==> src/sv/jsc_pkg.sv <==
// Shared types and constants for the JSON object structure checker.
`default_nettype none

package jsc_pkg;

  localparam int MAX_NESTING_DEFAULT = 64;
  localparam int QUEUE_DEPTH = 4;
  localparam int QUEUE_AW = $clog2(QUEUE_DEPTH);

  localparam logic [15:0] CHAR_TAB     = 16'h0009;
  localparam logic [15:0] CHAR_CR      = 16'h000D;
  localparam logic [15:0] CHAR_SPACE   = 16'h0020;
  localparam logic [15:0] CHAR_BOM     = 16'hFEFF;
  localparam logic [15:0] CHAR_LBRACE  = 16'h007B;
  localparam logic [15:0] CHAR_RBRACE  = 16'h007D;
  localparam logic [15:0] CHAR_LBRACK  = 16'h005B;
  localparam logic [15:0] CHAR_RBRACK  = 16'h005D;
  localparam logic [15:0] CHAR_QUOTE   = 16'h0022;
  localparam logic [15:0] CHAR_BSLASH  = 16'h005C;

  // Stack entry kinds
  localparam logic KIND_BRACE = 1'b0;
  localparam logic KIND_BRACK = 1'b1;

  typedef enum logic [2:0] {
    CLS_BLANK,
    CLS_LBRACE,
    CLS_RBRACE,
    CLS_LBRACK,
    CLS_RBRACK,
    CLS_QUOTE,
    CLS_BSLASH,
    CLS_OTHER
  } char_class_t;

  typedef struct packed {
    char_class_t cls;
    logic        last;
  } jsc_item_t;

  typedef struct packed {
    logic full;
    logic empty;
  } jsc_qstat_t;

  typedef enum logic [2:0] {
    PH_LEAD,
    PH_BODY,
    PH_STR,
    PH_ESC,
    PH_TAIL,
    PH_FAIL
  } scan_phase_t;

  typedef enum logic [1:0] {
    VERDICT_VALID     = 2'd0,
    VERDICT_MALFORMED = 2'd1,
    VERDICT_TOO_DEEP  = 2'd2
  } verdict_t;

endpackage

`default_nettype wire

==> src/sv/json_object_structure_check.sv <==
// Top level of the JSON object structure checker.
`default_nettype none

// Checks that a stream of UTF-16 code units, one per request on the char
// channel, forms one JSON object. Leading ASCII whitespace and byte order
// marks are skipped, the first other unit must be an opening brace, braces
// and brackets must nest and match, string contents and escapes are
// skipped, and after the outer close only whitespace or byte order marks
// may follow. The request flagged by last_char produces one verdict request:
// 0 valid, 1 malformed, 2 nesting deeper than MAX_NESTING. Other characters
// produce nothing. The block takes one character per cycle, sustained,
// including across text boundaries, while the verdict output is not
// stalled; the next text may follow the last character of the previous one
// directly. With the queue otherwise empty, a last character is written
// into the four-entry queue when it is accepted, and the scan engine, which
// updates its nesting stack memory at most once per cycle, then takes it
// into the verdict register. A stalled verdict holds and the front keeps
// filling the queue until it is full. The stack memory needs no clearing
// after reset.
module json_object_structure_check #(
  parameter int MAX_NESTING = jsc_pkg::MAX_NESTING_DEFAULT
) (
  input  wire logic        clk,
  input  wire logic        rst,
  input  wire logic        char_valid,
  output logic             char_stall,
  input  wire logic [15:0] char_code,
  input  wire logic        last_char,
  output logic             verdict_valid,
  input  wire logic        verdict_stall,
  output logic [1:0]       verdict
);
  import jsc_pkg::*;

  logic       q_push;
  jsc_item_t  q_push_item;
  logic       q_pop;
  jsc_item_t  q_head;
  jsc_qstat_t q_stat;

  // classify and enqueue
  jsc_front u_front (
    .char_valid (char_valid),
    .char_stall (char_stall),
    .char_code  (char_code),
    .last_char  (last_char),
    .qstat      (q_stat),
    .push       (q_push),
    .push_item  (q_push_item)
  );

  // decouple the front from a stalled verdict
  jsc_queue u_queue (
    .clk       (clk),
    .rst       (rst),
    .push      (q_push),
    .push_item (q_push_item),
    .pop       (q_pop),
    .head      (q_head),
    .qstat     (q_stat)
  );

  // advance the scan and produce the verdict
  jsc_back #(
    .MAX_NESTING (MAX_NESTING)
  ) u_back (
    .clk           (clk),
    .rst           (rst),
    .head          (q_head),
    .qstat         (q_stat),
    .pop           (q_pop),
    .verdict_valid (verdict_valid),
    .verdict_stall (verdict_stall),
    .verdict       (verdict)
  );

  // the engine never drains an empty queue
  a_pop_not_empty: assert property (@(posedge clk) disable iff (rst)
    q_pop |-> !q_stat.empty)
    else $error("scan engine popped an empty queue");

  // a request written without a read leaves the queue occupied
  a_push_fills: assert property (@(posedge clk) disable iff (rst)
    (q_push && !q_pop) |=> !q_stat.empty)
    else $error("queue lost a pushed request");

  // a new verdict only follows a consumed last character
  a_verdict_source: assert property (@(posedge clk) disable iff (rst)
    $rose(verdict_valid) |-> $past(q_pop && q_head.last))
    else $error("verdict raised without a last character");

endmodule

`default_nettype wire

==> src/sv/jsc_front.sv <==
// Front end: accepts characters and classifies them into queue requests.
`default_nettype none

module jsc_front (
  input  wire logic              char_valid,
  output logic                   char_stall,
  input  wire logic [15:0]       char_code,
  input  wire logic              last_char,
  input  wire jsc_pkg::jsc_qstat_t qstat,
  output logic                   push,
  output jsc_pkg::jsc_item_t     push_item
);
  import jsc_pkg::*;

  char_class_t cls;

  always_comb begin
    if (char_code inside {[CHAR_TAB:CHAR_CR], CHAR_SPACE, CHAR_BOM}) begin
      cls = CLS_BLANK;
    end else begin
      case (char_code)
        CHAR_LBRACE: cls = CLS_LBRACE;
        CHAR_RBRACE: cls = CLS_RBRACE;
        CHAR_LBRACK: cls = CLS_LBRACK;
        CHAR_RBRACK: cls = CLS_RBRACK;
        CHAR_QUOTE:  cls = CLS_QUOTE;
        CHAR_BSLASH: cls = CLS_BSLASH;
        default:     cls = CLS_OTHER;
      endcase
    end
  end

  // hold the source off while the queue has no room
  assign char_stall     = qstat.full;
  assign push           = char_valid && !qstat.full;
  assign push_item.cls  = cls;
  assign push_item.last = last_char;

endmodule

`default_nettype wire

==> src/sv/jsc_queue.sv <==
// Short request queue between the front end and the scan engine.
`default_nettype none

module jsc_queue (
  input  wire logic               clk,
  input  wire logic               rst,
  input  wire logic               push,
  input  wire jsc_pkg::jsc_item_t push_item,
  input  wire logic               pop,
  output jsc_pkg::jsc_item_t      head,
  output jsc_pkg::jsc_qstat_t     qstat
);
  import jsc_pkg::*;

  jsc_item_t               entries [QUEUE_DEPTH];
  logic [QUEUE_AW-1:0]     wr_ptr;
  logic [QUEUE_AW-1:0]     rd_ptr;
  logic [QUEUE_AW:0]       count;

  always_ff @(posedge clk) begin
    if (push) begin
      entries[wr_ptr] <= push_item;
    end
  end

  always_ff @(posedge clk) begin
    if (rst) begin
      wr_ptr <= '0;
      rd_ptr <= '0;
      count  <= '0;
    end else begin
      if (push) wr_ptr <= wr_ptr + 1'b1;
      if (pop)  rd_ptr <= rd_ptr + 1'b1;
      case ({push, pop})
        2'b10:   count <= count + 1'b1;
        2'b01:   count <= count - 1'b1;
        default: count <= count;
      endcase
    end
  end

  assign head        = entries[rd_ptr];
  assign qstat.full  = (count == (QUEUE_AW+1)'(QUEUE_DEPTH));
  assign qstat.empty = (count == '0);

endmodule

`default_nettype wire

==> src/sv/jsc_back.sv <==
// Scan engine: phase machine, nesting stack and verdict register.
`default_nettype none

module jsc_back #(
  parameter int MAX_NESTING = jsc_pkg::MAX_NESTING_DEFAULT
) (
  input  wire logic                clk,
  input  wire logic                rst,
  input  wire jsc_pkg::jsc_item_t  head,
  input  wire jsc_pkg::jsc_qstat_t qstat,
  output logic                     pop,
  output logic                     verdict_valid,
  input  wire logic                verdict_stall,
  output logic [1:0]               verdict
);
  import jsc_pkg::*;

  localparam int AW = $clog2(MAX_NESTING);
  localparam int DW = $clog2(MAX_NESTING + 1);

  logic            stack_mem [MAX_NESTING];
  logic            top_kind;

  scan_phase_t     phase, phase_next;
  logic [DW-1:0]   depth, depth_next;
  logic            overflow, overflow_next;
  logic            push_en;
  logic            push_kind;
  logic [DW-1:0]   depth_eff;
  logic [DW-1:0]   rd_tmp;
  logic [AW-1:0]   rd_addr;
  logic [AW-1:0]   wr_addr;
  verdict_t        verdict_value;

  // take an item unless its verdict would land on a full, stalled output
  assign pop = !qstat.empty && (!head.last || !verdict_valid || !verdict_stall);

  // next state
  always_comb begin
    phase_next    = phase;
    depth_next    = depth;
    overflow_next = overflow;
    push_en       = 1'b0;
    push_kind     = KIND_BRACE;
    case (phase)
      PH_LEAD: begin
        if (head.cls == CLS_LBRACE) begin
          push_en = 1'b1;
        end else if (head.cls != CLS_BLANK) begin
          phase_next = PH_FAIL;
        end
      end
      PH_BODY: begin
        case (head.cls)
          CLS_QUOTE:  phase_next = PH_STR;
          CLS_LBRACE: push_en = 1'b1;
          CLS_LBRACK: begin
            push_en   = 1'b1;
            push_kind = KIND_BRACK;
          end
          CLS_RBRACE, CLS_RBRACK: begin
            if (depth == '0 ||
                top_kind != ((head.cls == CLS_RBRACK) ? KIND_BRACK : KIND_BRACE)) begin
              phase_next = PH_FAIL;
            end else begin
              depth_next = depth - 1'b1;
              if (depth_next == '0) phase_next = PH_TAIL;
            end
          end
          default: phase_next = phase;
        endcase
      end
      PH_STR: begin
        if (head.cls == CLS_BSLASH) phase_next = PH_ESC;
        else if (head.cls == CLS_QUOTE) phase_next = PH_BODY;
      end
      PH_ESC: phase_next = PH_STR;
      PH_TAIL: begin
        if (head.cls != CLS_BLANK) phase_next = PH_FAIL;
      end
      default: phase_next = PH_FAIL;
    endcase
    // opening past the stack limit stops the scan
    if (push_en) begin
      if (depth == DW'(MAX_NESTING)) begin
        push_en       = 1'b0;
        overflow_next = 1'b1;
        phase_next    = PH_FAIL;
      end else begin
        depth_next = depth + 1'b1;
        phase_next = PH_BODY;
      end
    end
  end

  // outputs
  always_comb begin
    if (overflow_next) verdict_value = VERDICT_TOO_DEEP;
    else if (phase_next == PH_TAIL) verdict_value = VERDICT_VALID;
    else verdict_value = VERDICT_MALFORMED;
  end

  always_ff @(posedge clk) begin
    if (rst) begin
      phase    <= PH_LEAD;
      depth    <= '0;
      overflow <= 1'b0;
    end else if (pop) begin
      if (head.last) begin
        phase    <= PH_LEAD;
        depth    <= '0;
        overflow <= 1'b0;
      end else begin
        phase    <= phase_next;
        depth    <= depth_next;
        overflow <= overflow_next;
      end
    end
  end

  // stack memory; the read port tracks the top entry at the next depth
  always_comb begin
    if (!pop) depth_eff = depth;
    else if (head.last) depth_eff = '0;
    else depth_eff = depth_next;
  end
  assign rd_tmp  = depth_eff - 1'b1;
  assign rd_addr = rd_tmp[AW-1:0];
  assign wr_addr = depth[AW-1:0];

  always_ff @(posedge clk) begin
    if (pop && push_en) begin
      stack_mem[wr_addr] <= push_kind;
    end
    if (pop && push_en && wr_addr == rd_addr) top_kind <= push_kind;
    else top_kind <= stack_mem[rd_addr];
  end

  always_ff @(posedge clk) begin
    if (rst) begin
      verdict_valid <= 1'b0;
    end else if (pop && head.last) begin
      verdict_valid <= 1'b1;
    end else if (!verdict_stall) begin
      verdict_valid <= 1'b0;
    end
  end

  always_ff @(posedge clk) begin
    if (pop && head.last) verdict <= verdict_value;
  end

endmodule

`default_nettype wire

==> config.mk <==
export PLATFORM = sky130hd
export DESIGN_NAME = json_object_structure_check
export DESIGN_NICKNAME = d
export VERILOG_FILES = /design/src/sv/jsc_pkg.sv /design/src/sv/json_object_structure_check.sv /design/src/sv/jsc_front.sv /design/src/sv/jsc_queue.sv /design/src/sv/jsc_back.sv
export SDC_FILE = /design/constraint.sdc
export NUM_CORES = 1
export LEC_CHECK = 0
export ABC_AREA = 1
export BUFFER_PORTS_ARGS = -buffer_cell sky130_fd_sc_hd__buf_2
export CAP_MARGIN = 25
export CORE_MARGIN = 3
export CORE_UTILIZATION = 35
export CTS_CLUSTER_DIAMETER = 40
export DETAILED_ROUTE_END_ITERATION = 8
export GPL_TIMING_DRIVEN = 0
export PLACE_DENSITY = 0.61
export SYNTH_ARGS = -nofsm -noshare
export SYNTH_HDL_FRONTEND = slang
export SYNTH_SLANG_ARGS = --single-unit
==> constraint.sdc <==
create_clock -name clk -period 3.7 [get_ports clk]
set_input_delay 0.185 -clock clk [delete_from_list [all_inputs] [get_ports clk]]
set_output_delay 0.185 -clock clk [all_outputs]
set_load 0.005 [all_outputs]
==> metrics.txt <==
Post-CTS Setup Inserts=0; router iterations before antenna repair=5; Syn Nets=about 700; hold crit path type=in -> reg; Starting Density=0.363; YS warnings=0; Slew Limit Fails=0; Die H=135 microns; P&R area growth vs syn=12.3%; max_cap viols=0; row cnt=46; predominant post-synthesis flop cell=edfxtp_1; Critical Path Fanout Max=8; number of synthesized flops with an enable pin=82; final setup margin=709 ps; reg2reg start=u_back.depth[0]$_SDFF_PP0_; CTS Root Cell=clkbuf_16; Reg clk slew, reported paths=70 ps; first-pass GRT wire length=~22000 microns; CTS tree=built; placer's final routability congestion estimate=0.877; final WL=between 10000 and 15000 microns; Gate Count Post-Synth=approximately 670; HP Start=last_char; most common cell after layout, fill and taps aside=nand2_1; most frequent cells in the layout=nand2_1, nor2_1, edfxtp_1, nand3_1, inv_1; count of cell types in the netlist=42; DR iter-0 viols=around 270; WL/cell=14.5 microns; worst skew pair latency=360 ps; PostCTS Resize Cnt=0; post-synthesis sequential area ratio=0.513; run status=finished, final reports clean; Cell Area, Synth=0.00585 sq mm; Mapped Avg Cell Area=8.78 sq um; share of cells above drive strength 1=0.147; largest cells by area after synthesis=edfxtp_1, nand2_1, dfxtp_1; area of the core=0.0161 sq mm; WS Path Type=reg -> reg; boundary pin count=25; die width=135 microns; NumNets Final=736; final setup fails=0; CTS Buf Count=9; crit path DAT=3270 ps; Place WS=a little over 700 ps; relative slew slack=0.442; pwr dens=601 mW/mm^2; I/O Buffers=24; H-tree depth=3; WP data required=3980 ps; post-route ant nets=0; hold buffers post-CTS=0; antenna cells=0; GR Overflow Total=0; Worst VDD drop=approximately 300 uV; crit-path cells=inv_1 -> ha_1 -> inv_1 -> nor4_1 -> nor2_4 -> nand2_2 -> o21ai_0 -> nand2_1 -> nand3_2 -> ha_1 -> nand3_1 -> xor2_1; Die ar.=0.0183 sq mm; Pleak=2.61 nW; most area-hungry cell type in the Yosys netlist=edfxtp_1; Worst path slowest cell=nor4_1; Final Cycle Share=0.809; Post-synth ARST share=0; CP Launch Type=flop; RSZ-0062 raised after global routing=false; vias per cell=4.88; Worst Hold Endpoint=u_queue.entries[3][0]$_DFFE_PP_; FMAX=334 MHz; crit path capture type=flop; Slew @ Worst Pin=833 ps; Max Buffers Root-to-Sink=2; reg2reg path depth=12; post-layout total power=about 4.0 mW; DRC=0; hold path depth=1; count of state elements after synthesis=approximately 110; largest net degree at the start of global routing=25; Tot GR Track Use=0.152; total number of vias=4513; Hold Vio Cnt, Final=0; Synth top area share=0.421; vias in the first global route=~4200; r2r setup slk=710 ps; final worst path period need=2990 ps; Sink Count=109; slowest stage delay, CP=560 ps; initial antenna violation count=0; dpl hpwl=9280 microns; Layout Skew=about 12 ps
stage by stage:
stage / util / std cells / hold WS [ps] / setup TNS (ps) / cell area [sq um]
after floorplan: - / 666 / 254 / 0 / 5850
after CTS: 0.408 / 925 / 27.6 / 0 / 6570
after global routing: 0.408 / 925 / 48.5 / 0 / 6570
final: 0.408 / 925 / 41.5 / 0 / 6570
after global placement: 0.387 / 906 / 405 / -56320 / 6240
after detailed placement: 0.389 / 909 / 409 / 0 / 6280
sequential cells by signal, indices dropped and copies added, names as in the netlist, named ones only:
signal / cells
u_back.depth: 7
u_back.overflow: 1
u_back.phase: 3
u_back.stack_mem: 64
u_back.verdict: 2
u_back.verdict_valid: 1
u_queue.count: 3
u_queue.entries: 16
u_queue.rd_ptr: 2
u_queue.wr_ptr: 2
kinds of logic (layout without fill, tap and decap cells):
group | after synthesis | count (layout) | synth area share
xor gates and xnor gates | 9 | 9 | 0.0135
DFF | 109 | 109 | 0.513
AOI/OAI and AO/OA | 64 | 64 | 0.0623
and+or+nand+nor | 383 | 383 | 0.314
buffers and inverters | 90 | 133 | 0.0717
adders and majority gates | 11 | 11 | 0.0248
final cells by class:
cell class,instances,area (sq um)
plain buffers,18,139
clock buffers,10,229
clock inverters,6,63.8
fillers,1622,9550
inverters,72,280
multi-input cells,467,2430
flip-flops and latches,109,3000
well taps,216,270
repair buffers,27,158
cell usage after synthesis (2+ instances only):
cell and count:
clkbuf_1 2, clkinv_1 2, o211ai_1 2, buf_2 6, nor4_1 5, inv_4 2
nand2_1 149, nand3b_1 2, inv_2 7, a31oi_1 3, nand2_2 11, nand3_2 7
a21oi_1 25, nor2_4 3, o21ai_1 5, edfxtp_1 82, nor2_1 99, xor2_1 9
o21ai_0 21, buf_6 7, nor2_2 2, nand4_1 11, buf_4 3, nand4_4 6
nor3_1 8, inv_1 60, ha_1 10, dfxtp_1 27, nand3_1 77
how the worst max path moves through the flow:
stage | startpoint | end | slack (ps) | cells past startpoint
6_report | u_back.depth[0]$_SDFF_PP0_ | flop | 710 | 12
5_1_grt | u_back.depth[0]$_SDFF_PP0_ | flop | 440 | 12
4_1_cts | u_back.depth[0]$_SDFF_PP0_ | flop | 680 | 12
3_5_place_dp | u_back.depth[0]$_SDFF_PP0_ | flop | 710 | 12
3_3_place_gp | flop | u_back.stack_mem[25]$_DFFE_PP_ | -910 | 13
2_1_floorplan | flop | flop | 410 | 17
where the power goes:
group          switching (mW)  total, mW  internal (mW)
combinational            1.01       1.51          0.493
sequential             0.0703       1.49           1.42
clock                   0.477      0.953          0.476
total                    1.56       3.95           2.39
routing by layer:
layer  share of wire  global-route usage  up-vias
li1                -                   -     2313
met1            0.47               0.204     2098
met2            0.46               0.241       86
met3           0.046              0.0305       16
met4           0.019              0.0599        0
met5               0                   0        -
critical path, delay by kind of cell (launching register included):
kind | cells | cell delay (ps)
AND/OR/NAND/NOR | 6 | 1220
adder cells (fa/ha/maj) | 2 | 490
buffers and inverters | 2 | 460
flip-flops | 1 | 450
XOR/XNOR | 1 | 180
AO/OA/AOI/OAI | 1 | 100
Note: power is estimated with default switching activity, not from simulation.
